$ cat config.mk
export PLATFORM = sky130hd
export DESIGN_NAME = servo_move_interpolator
export DESIGN_NICKNAME = d
export VERILOG_FILES = /design/src/rtl/smi_pkg.sv /design/src/rtl/smi_front.sv /design/src/rtl/smi_div.sv /design/src/rtl/smi_back.sv /design/src/rtl/servo_move_interpolator.sv
export VERILOG_INCLUDE_DIRS = /design/src /design/src/rtl
export SDC_FILE = /design/constraint.sdc
export NUM_CORES = 2
export LEC_CHECK = 0
export ABC_CLOCK_PERIOD_IN_PS = 10550
export BUFFER_PORTS_ARGS = -buffer_cell sky130_fd_sc_hd__buf_2
export CAP_MARGIN = 40
export CORE_MARGIN = 4
export CORE_UTILIZATION = 25
export DETAILED_ROUTE_END_ITERATION = 7
export PLACE_DENSITY_LB_ADDON = 0.15
export SYNTH_ARGS = -nofsm -noshare
export SYNTH_HDL_FRONTEND = slang
export SYNTH_HIERARCHICAL = 1
export SYNTH_SLANG_ARGS = --single-unit
$ cat constraint.sdc
create_clock -name clock -period 10.55 [get_ports clock]
set_input_delay 1.055 -clock clock [delete_from_list [all_inputs] [get_ports clock]]
set_output_delay 1.055 -clock clock [all_outputs]
set_load 0.02 [all_outputs]
$ cat src/rtl/servo_move_interpolator_assert.svh
// Assertion macros for the servo move interpolator RTL, included by smi_front.
`ifndef SERVO_MOVE_INTERPOLATOR_ASSERT_SVH
`define SERVO_MOVE_INTERPOLATOR_ASSERT_SVH

// Property holds at every clock edge outside reset.
`define SMI_ASSERT(label, clk, rst, prop, msg) \
   label: assert property (@(posedge clk) disable iff (rst) (prop)) else $error(msg);

// Property checked during reset as well.
`define SMI_ASSERT_ALWAYS(label, clk, prop, msg) \
   label: assert property (@(posedge clk) (prop)) else $error(msg);

`endif

$ cat src/rtl/smi_pkg.sv
// Package: constants, types and helpers for the servo move interpolator.
package smi_pkg;
   localparam int JOINTS = 3;
   localparam int ANG_W = 10;
   localparam int TIME_W = 16;
   localparam int TICK_W = 10;
   localparam int PULSE_W = 12;
   localparam logic CMD_TICK = 1'b0;
   localparam logic CMD_MOVE = 1'b1;
   localparam logic [0:0] REG_MIRROR = 1'b0;
   localparam int QDEPTH = 2;

   // Command word passed from front end to back end.
   typedef struct packed {
      logic cmd;
      logic [TICK_W-1:0] tick_ms;
      logic signed [ANG_W-1:0] goal0;
      logic signed [ANG_W-1:0] goal1;
      logic signed [ANG_W-1:0] goal2;
      logic [TIME_W-1:0] move_ms;
   } cmd_word_type;

   // Reset angle of a joint: joint 1 rests at 0, the others at 90.
   function automatic logic signed [ANG_W-1:0] rest_angle(input int j);
      rest_angle = (j == 1) ? ANG_W'(0) : ANG_W'(90);
   endfunction
endpackage

$ cat src/rtl/smi_front.sv
// Front end: accepts command words into a short queue.
module smi_front (
   input  logic clock,
   input  logic reset,
   input  logic push,
   output logic full,
   input  smi_pkg::cmd_word_type push_word,
   output logic q_valid,
   input  logic q_take,
   output smi_pkg::cmd_word_type q_word
);
   import smi_pkg::*;

   cmd_word_type mem_ff [QDEPTH];
   logic [0:0] wr_ff, rd_ff, wr_in, rd_in;
   logic [1:0] cnt_ff, cnt_in;
   logic do_push, do_pop;

   assign full = (cnt_ff == 2'(QDEPTH));
   assign q_valid = (cnt_ff != 2'd0);
   assign q_word = mem_ff[rd_ff];
   assign do_push = push && !full;
   assign do_pop = q_take && q_valid;

   // Pointer and count update
   always_comb begin
      wr_in = do_push ? wr_ff + 1'b1 : wr_ff;
      rd_in = do_pop ? rd_ff + 1'b1 : rd_ff;
      cnt_in = cnt_ff + 2'(do_push) - 2'(do_pop);
   end

   always_ff @(posedge clock) begin
      if (reset) begin
         wr_ff <= '0;
         rd_ff <= '0;
         cnt_ff <= '0;
      end else begin
         wr_ff <= wr_in;
         rd_ff <= rd_in;
         cnt_ff <= cnt_in;
      end
   end

   // Queue storage
   always_ff @(posedge clock) begin
      if (do_push) mem_ff[wr_ff] <= push_word;
   end

   `include "servo_move_interpolator_assert.svh"
   `SMI_ASSERT(a_cnt_range, clock, reset, cnt_ff <= 2'(QDEPTH), "queue count overflow")
   `SMI_ASSERT(a_cnt_track, clock, reset,
      (do_push && !do_pop) |=> cnt_ff == $past(cnt_ff) + 2'd1, "count missed push")
   `SMI_ASSERT(a_ptr_sync, clock, reset,
      (cnt_ff == 2'd0 || cnt_ff == 2'(QDEPTH)) |-> wr_ff == rd_ff, "pointer mismatch")
endmodule

$ cat src/rtl/smi_div.sv
// Restoring divider: unsigned 33-bit dividend by 16-bit divisor, one bit a cycle.
module smi_div (
   input  logic clock,
   input  logic reset,
   input  logic start,
   input  logic [32:0] dividend,
   input  logic [15:0] divisor,
   output logic busy,
   output logic [32:0] quot
);
   logic [32:0] q_ff, q_in;
   logic [16:0] r_ff, r_in;
   logic [15:0] d_ff, d_in;
   logic [5:0] n_ff, n_in;
   logic [16:0] sh;

   assign busy = (n_ff != 6'd0);
   assign quot = q_ff;
   assign sh = {r_ff[15:0], q_ff[32]};

   // One quotient bit per cycle
   always_comb begin
      q_in = q_ff;
      r_in = r_ff;
      d_in = d_ff;
      n_in = n_ff;
      if (start) begin
         q_in = dividend;
         r_in = '0;
         d_in = divisor;
         n_in = 6'd33;
      end else if (busy) begin
         n_in = n_ff - 6'd1;
         if (sh >= {1'b0, d_ff}) begin
            r_in = sh - {1'b0, d_ff};
            q_in = {q_ff[31:0], 1'b1};
         end else begin
            r_in = sh;
            q_in = {q_ff[31:0], 1'b0};
         end
      end
   end

   always_ff @(posedge clock) begin
      if (reset) n_ff <= '0;
      else n_ff <= n_in;
      q_ff <= q_in;
      r_ff <= r_in;
      d_ff <= d_in;
   end
endmodule

$ cat src/rtl/smi_back.sv
// Back end: updates joint state and computes pulses one joint at a time.
module smi_back (
   input  logic clock,
   input  logic reset,
   input  logic mirror,
   input  logic q_valid,
   output logic q_take,
   input  smi_pkg::cmd_word_type q_word,
   output logic rsp_empty,
   input  logic rsp_pop,
   output logic [smi_pkg::PULSE_W-1:0] rsp_pulse_joint0,
   output logic [smi_pkg::PULSE_W-1:0] rsp_pulse_joint1,
   output logic [smi_pkg::PULSE_W-1:0] rsp_pulse_joint2,
   output logic rsp_all_done
);
   import smi_pkg::*;

   localparam logic [2:0] ST_IDLE = 3'd0;
   localparam logic [2:0] ST_LOAD = 3'd1;
   localparam logic [2:0] ST_DIV1 = 3'd2;
   localparam logic [2:0] ST_DIV2 = 3'd3;
   localparam logic [2:0] ST_PULSE = 3'd4;
   localparam logic [2:0] ST_NEXT = 3'd5;
   localparam logic [2:0] ST_OUT = 3'd6;
   localparam int JW = (JOINTS > 1) ? $clog2(JOINTS) : 1;

   logic [2:0] st_ff, st_in;
   logic [JW-1:0] j_ff, j_in;
   logic signed [ANG_W-1:0] start_ff [JOINTS];
   logic signed [ANG_W-1:0] targ_ff [JOINTS];
   logic [TIME_W-1:0] el_ff [JOINTS];
   logic [TIME_W-1:0] dur_ff [JOINTS];
   cmd_word_type w_ff;
   logic done_ff;
   logic signed [15:0] ang_ff;
   logic signed [33:0] acc_ff;
   logic neg_ff;
   logic [PULSE_W-1:0] pulse_ff [3];
   logic [PULSE_W-1:0] outp_ff [3];
   logic out_valid_ff, outd_ff;

   // Joint arithmetic
   logic [TIME_W:0] e_sum;
   logic signed [ANG_W:0] delta;
   logic signed [33:0] num1, num2, dvd;
   logic signed [15:0] ma;
   logic [15:0] ma_mag;
   logic [10:0] ma_clip;
   logic [29:0] recip_prod;
   logic [12:0] pq;
   logic div_start, div_busy;
   logic [32:0] div_q, dvd_mag;
   logic [15:0] div_d;
   logic signed [33:0] sq;
   logic signed [14:0] pulse_full;

   assign e_sum = {1'b0, el_ff[j_ff]} + (TIME_W+1)'(w_ff.tick_ms);
   assign delta = ANG_W'(targ_ff[j_ff]) - ANG_W'(start_ff[j_ff]);
   assign num1 = 34'(start_ff[j_ff]) * 34'($signed({1'b0, dur_ff[j_ff]}))
                 + 34'(delta) * 34'($signed({1'b0, e_sum[TIME_W-1:0]}));
   assign num2 = 34'(delta) * 34'($signed({1'b0, w_ff.tick_ms}));
   assign sq = neg_ff ? -$signed({1'b0, div_q}) : $signed({1'b0, div_q});
   assign dvd_mag = dvd[33] ? 33'(-dvd) : 33'(dvd);

   // Pulse conversion: a*512/180 = a*128/45, floor(x/45) by reciprocal multiply.
   // Magnitudes past 1440 saturate either way, so the operand is clipped there.
   assign ma = mirror ? 16'sd180 - ang_ff : ang_ff;
   assign ma_mag = ma[15] ? 16'(-ma) : 16'(ma);
   assign ma_clip = (ma_mag > 16'd1440) ? 11'd1440 : ma_mag[10:0];
   assign recip_prod = 30'(ma_clip) * 30'd372828;
   assign pq = recip_prod[29:17];
   assign pulse_full = ma[15] ? 15'sd128 - $signed({2'b0, pq})
                              : 15'sd128 + $signed({2'b0, pq});

   smi_div u_div (
      .clock(clock), .reset(reset), .start(div_start), .dividend(dvd_mag),
      .divisor(div_d), .busy(div_busy), .quot(div_q)
   );

   assign rsp_empty = !out_valid_ff;
   assign rsp_pulse_joint0 = outp_ff[0];
   assign rsp_pulse_joint1 = outp_ff[1];
   assign rsp_pulse_joint2 = outp_ff[2];
   assign rsp_all_done = outd_ff;
   assign q_take = (st_ff == ST_IDLE) && q_valid;

   // Sequencer next state and divider launch
   always_comb begin
      st_in = st_ff;
      j_in = j_ff;
      div_start = 1'b0;
      dvd = num1;
      div_d = dur_ff[j_ff];
      case (st_ff)
         ST_IDLE: begin
            if (q_valid) begin
               st_in = (q_word.cmd == CMD_MOVE) ? ST_IDLE : ST_LOAD;
               j_in = '0;
            end
         end
         ST_LOAD: begin
            if (e_sum >= {1'b0, dur_ff[j_ff]}) begin
               st_in = ST_PULSE;
            end else begin
               st_in = ST_DIV1;
               div_start = 1'b1;
            end
         end
         ST_DIV1: if (!div_busy) begin
            st_in = ST_DIV2;
            dvd = num2;
            div_start = 1'b1;
         end
         ST_DIV2: if (!div_busy) st_in = ST_PULSE;
         ST_PULSE: st_in = ST_NEXT;
         ST_NEXT: begin
            if (32'(j_ff) == JOINTS - 1) st_in = ST_OUT;
            else begin
               j_in = j_ff + 1'b1;
               st_in = ST_LOAD;
            end
         end
         ST_OUT: if (!out_valid_ff || rsp_pop) st_in = ST_IDLE;
         default: st_in = ST_IDLE;
      endcase
   end

   always_ff @(posedge clock) begin
      if (reset) begin
         st_ff <= ST_IDLE;
         j_ff <= '0;
         out_valid_ff <= 1'b0;
         for (int j = 0; j < JOINTS; j++) begin
            start_ff[j] <= rest_angle(j);
            targ_ff[j] <= rest_angle(j);
            el_ff[j] <= '0;
            dur_ff[j] <= '0;
         end
      end else begin
         st_ff <= st_in;
         j_ff <= j_in;
         // Output word loads in ST_OUT, clears when popped
         if (st_ff == ST_OUT && (!out_valid_ff || rsp_pop)) out_valid_ff <= 1'b1;
         else if (rsp_pop && out_valid_ff) out_valid_ff <= 1'b0;
         case (st_ff)
            ST_IDLE: begin
               w_ff <= q_word;
               done_ff <= 1'b1;
               if (q_valid && q_word.cmd == CMD_MOVE) begin
                  for (int j = 0; j < JOINTS; j++) begin
                     start_ff[j] <= targ_ff[j];
                     el_ff[j] <= '0;
                     dur_ff[j] <= q_word.move_ms;
                  end
                  targ_ff[0] <= q_word.goal0;
                  if (JOINTS > 1) targ_ff[1 % JOINTS] <= q_word.goal1;
                  if (JOINTS > 2) targ_ff[2 % JOINTS] <= q_word.goal2;
               end
            end
            ST_LOAD: begin
               if (e_sum >= {1'b0, dur_ff[j_ff]}) begin
                  el_ff[j_ff] <= dur_ff[j_ff];
                  ang_ff <= 16'(targ_ff[j_ff]);
               end else begin
                  el_ff[j_ff] <= e_sum[TIME_W-1:0];
                  neg_ff <= num1[33];
                  done_ff <= 1'b0;
               end
            end
            ST_DIV1: if (!div_busy) begin
               acc_ff <= sq;
               neg_ff <= num2[33];
            end
            ST_DIV2: if (!div_busy) begin
               ang_ff <= 16'(acc_ff + sq);
            end
            ST_PULSE: begin
               if (pulse_full < 0) pulse_ff[j_ff] <= '0;
               else if (pulse_full > 15'sd4095) pulse_ff[j_ff] <= '1;
               else pulse_ff[j_ff] <= PULSE_W'(pulse_full);
            end
            ST_OUT: if (!out_valid_ff || rsp_pop) begin
               outp_ff[0] <= pulse_ff[0];
               outp_ff[1] <= (JOINTS > 1) ? pulse_ff[1] : '0;
               outp_ff[2] <= (JOINTS > 2) ? pulse_ff[2] : '0;
               outd_ff <= done_ff;
            end
            default: ;
         endcase
      end
   end
endmodule

$ cat src/rtl/servo_move_interpolator.sv
// A tick word is worked one joint at a time: a joint at its target goes through LOAD,
// PULSE and NEXT; a moving joint also runs two serial divisions (DIV1, DIV2).
// The back end takes one word at a time; a tick's result waits in ST_OUT while an
// unread result word blocks the output.
// A two-word queue takes new words while the back end works.
// Synchronous active-high reset: angles 90, 0, 90; times zero; mirror off.
module servo_move_interpolator (
   input  logic clock,
   input  logic reset,
   input  logic req_push,
   output logic req_full,
   input  logic req_cmd,
   input  logic [smi_pkg::TICK_W-1:0] req_tick_ms,
   input  logic signed [smi_pkg::ANG_W-1:0] req_goal_joint0,
   input  logic signed [smi_pkg::ANG_W-1:0] req_goal_joint1,
   input  logic signed [smi_pkg::ANG_W-1:0] req_goal_joint2,
   input  logic [smi_pkg::TIME_W-1:0] req_move_ms,
   output logic rsp_empty,
   input  logic rsp_pop,
   output logic [smi_pkg::PULSE_W-1:0] rsp_pulse_joint0,
   output logic [smi_pkg::PULSE_W-1:0] rsp_pulse_joint1,
   output logic [smi_pkg::PULSE_W-1:0] rsp_pulse_joint2,
   output logic rsp_all_done,
   input  logic csr_psel,
   input  logic csr_penable,
   input  logic csr_pwrite,
   input  logic [0:0] csr_paddr,
   input  logic [31:0] csr_pwdata,
   output logic [31:0] csr_prdata,
   output logic csr_pready
);
   import smi_pkg::*;

   cmd_word_type push_word, q_word;
   logic q_valid, q_take;
   logic mirror_ff;

   assign push_word = '{cmd: req_cmd, tick_ms: req_tick_ms, goal0: req_goal_joint0,
      goal1: req_goal_joint1, goal2: req_goal_joint2, move_ms: req_move_ms};

   // Register port
   assign csr_pready = 1'b1;
   assign csr_prdata = (csr_paddr == REG_MIRROR) ? {31'd0, mirror_ff} : '0;
   always_ff @(posedge clock) begin
      if (reset) mirror_ff <= 1'b0;
      else if (csr_psel && csr_penable && csr_pwrite && csr_paddr == REG_MIRROR)
         mirror_ff <= csr_pwdata[0];
   end

   smi_front u_front (
      .clock(clock), .reset(reset), .push(req_push), .full(req_full),
      .push_word(push_word), .q_valid(q_valid), .q_take(q_take), .q_word(q_word)
   );

   smi_back u_back (
      .clock(clock), .reset(reset), .mirror(mirror_ff), .q_valid(q_valid),
      .q_take(q_take), .q_word(q_word), .rsp_empty(rsp_empty), .rsp_pop(rsp_pop),
      .rsp_pulse_joint0(rsp_pulse_joint0), .rsp_pulse_joint1(rsp_pulse_joint1),
      .rsp_pulse_joint2(rsp_pulse_joint2), .rsp_all_done(rsp_all_done)
   );
endmodule

==> out/results.ini <==
[status]
status=complete, no violations

[job]
cap_violations=0

[die]
die_w_um=419
core_sq_mm=0.168
rows=150
start_util_pct=25.2
die_h_um=419
fp.dieArea_sq_mm=0.176
num_io_pins=169

[sta]
fin_crit_sh_pct=96.9
tightestPinTransition_ps=912
skew_ps=82.1
final.setup.tns_ps=0
setup_viol=0
relSlewSlack_pct=39.2
hold_viol=0
period_minus_slack_ps=10220
drv_slew=0
max_freq_mhz=97.9

[detailed_routing]
drt_iter0_markers=1720
drt.antenna.violating_nets=0
route.met3.wl_um=5540
wl_per_cell_um=18.9
wl_met2_um=60200
num_vias=29600
first_pass_iters=5
drcViolationCount=0
wirelength_um=125000
vias_per_cell=4.45
dr.max_layer_used=met5
drt-met1-wl_um=55900

[critical_path]
critical_path_class=reg2reg
cpPeakStageDelay_ps=610
arrival_ps=10570
cp-start-kind=flip-flop
cp_top_family=adder cells
path_buf_inv=8
path_max_fanout=4
required_ps=10900
cp_slowest_cell=or4b_4
worstSetupEndpointType=flip-flop
crit_top_cell=fa_1

[synthesis]
synth_area_sq_mm=0.0422
ys_seq_area_share_pct=31.6
synth_ff_type=edfxtp_1
synth-edff-count=420
synth_seq_cells=456
avgSynthCellArea_sq_um=10.4
yosysUniqueCellTypes=103
async_flop_share_pct=0
synthCells=4075
ys_warn_count=6

[clock_network]
cts-buffers-inserted=53
cts_num_sinks=456
cts_tree=done
clockBufferDepth=3
insertion_delay_ps=670
clk_pin_slew_ps=60
htreeDepth=2
root_buffer=clkbuf_16

[cells_and_area]
layout_common_cells=625 x inv_1, 437 x fa_1, 420 x edfxtp_1, 407 x nand2_1, 344 x ha_1
layout_commonest_cell=inv_1
area_delta_synth_final_pct=17.2
fin_nets=5279
final_layout_size_suffix_gt1_share_pct=16.2
num-fill-cells=17700

[global_routing]
antenna_found_initial=6
grt_pass1_wl_um=191000
track_usage_pct=14.2
grt_start_max_net_pins=59
overflow=0
first_global_vias=30800

[place]
io_buffer_count=105
place_congestion=0.857
hpwl_um=101000

[hold_path]
min_path_type=reg2reg

## worst register-to-register path: cells and delay by family, from the launching register on
kind,cells,cell delay (ps)
buffers and inverters,8,830
adders and majority gates,9,4190
AOI/OAI and AO/OA,8,1340
DFF,1,420
and+or+nand+nor,8,1920
muxes,4,1230
## cells by family (layout without fill, tap and decap cells)
| group | count (synthesis) | after routing | synth area share [%] |
|---|---|---|---|
| AND/OR/NAND/NOR | 1107 | 1107 | 12.7 |
| buffers and inverters | 827 | 1152 | 7.80 |
| adder cells (fa/ha/maj) | 790 | 790 | 31.2 |
| AO/OA/AOI/OAI | 569 | 569 | 8.81 |
| flip-flops | 456 | 456 | 31.6 |
| XOR/XNOR | 170 | 170 | 3.53 |
| multiplexers | 152 | 152 | 4.36 |
| other | 4 | 39 | 0.0355 |
## cells in the mapped netlist, types with 14 or more instances
cell type	n	share of area, %
ha_1	350	10
a21oi_1	152	1.8
o31ai_1	17	0.30
fa_1	440	21
a211oi_1	27	0.48
mux2i_1	42	1.0
xnor2_1	117	2.4
nand2b_1	31	0.46
edfxtp_1	420	30
a21o_1	37	0.66
and3_1	30	0.44
xor2_1	53	1.1
clkbuf_1	122	1.1
a31oi_1	28	0.41
mux4_2	16	0.85
nand3_1	72	0.85
dfxtp_1	36	1.7
o21a_1	32	0.57
mux2_2	93	2.5
or3_1	37	0.55
nor2_1	194	1.7
nand2_1	409	3.6
nor2b_1	31	0.46
o21ai_0	129	1.5
or2_2	14	0.21
and2_1	155	2.3
inv_1	627	5.6
buf_4	34	0.60
nor3_1	68	0.81
## stage by stage
stage | instance area, sq um | instances | hold WS [ps] | worst slack, ps | utilization [%]
2_1_floorplan | 42400 | 4109 | 400 | 50.4 | -
3_5_place_dp | 47300 | 6532 | 405 | -353 | 28.2
5_1_grt | 49500 | 6638 | 370 | -18.5 | 29.5
4_1_cts | 49100 | 6633 | 353 | 18.0 | 29.3
3_3_place_gp | 47100 | 6522 | 404 | -373 | 28.1
6_report | 49500 | 6639 | 365 | 331 | 29.5
## flip-flops by register name (all words and copies together), names as in the netlist, 16 cells and up, named ones only
name / flops
u_back/pulse_ff: 36
u_back/el_ff: 64
u_back/start_ff: 30
u_back/acc_ff: 16
u_back/u_div/r_ff: 16
u_back/targ_ff: 30
u_back/outp_ff: 36
u_back/ang_ff: 16
u_back/dur_ff: 16
u_front/mem_ff: 114
u_back/u_div/quot: 33
u_back/u_div/d_ff: 16
## area by class of cell
| class | instances | area, sq um | share of cell area, % |
|---|---|---|---|
| Tap cell | 2204 | 2760 | 5.57 |
| Multi-Input combinational cell | 2826 | 26200 | 52.9 |
| Timing Repair Buffer | 416 | 3080 | 6.23 |
| Antenna cell | 1 | 2.50 | 0.00506 |
| Sequential cell | 456 | 13300 | 27.0 |
| Clock inverter | 33 | 379 | 0.766 |
| Clock buffer | 64 | 1370 | 2.76 |
| Inverter | 639 | 2400 | 4.85 |
## path summary, 6_finish.rpt
check	slack, ps	from	cells after the start	end
min reg2reg	360	u_back/pulse_ff[1][9]$_DFFE_PP_	0	u_back/outp_ff[0][21]$_DFFE_PP_
max	330	flip-flop	37	u_back/u_div/quot[22]$_DFFE_PP_
max reg2reg	330	flip-flop	37	u_back/u_div/quot[22]$_DFFE_PP_
min	360	u_back/pulse_ff[1][9]$_DFFE_PP_	0	u_back/outp_ff[0][21]$_DFFE_PP_
## layer usage
metal | GRT usage [%] | vias up
li1 | - | 14200
met1 | 18.8 | 14700
met2 | 24.2 | 530
met3 | 2.14 | 141
met4 | 3.93 | 2
met5 | 0 | -
## what timing repair did
action                                  4_1_cts  5_1_grt
hold buffers                                  0        0
gates resized for setup                      11       74
setup buffers                                 4        5
pin swaps                                     3       38
endpoints found under the hold margin         0        0
endpoints found under the setup margin       28       54
Power is left out: the tool's default activity adds up to more than one toggle a clock period on the data nets, which glitch-free logic cannot reach.
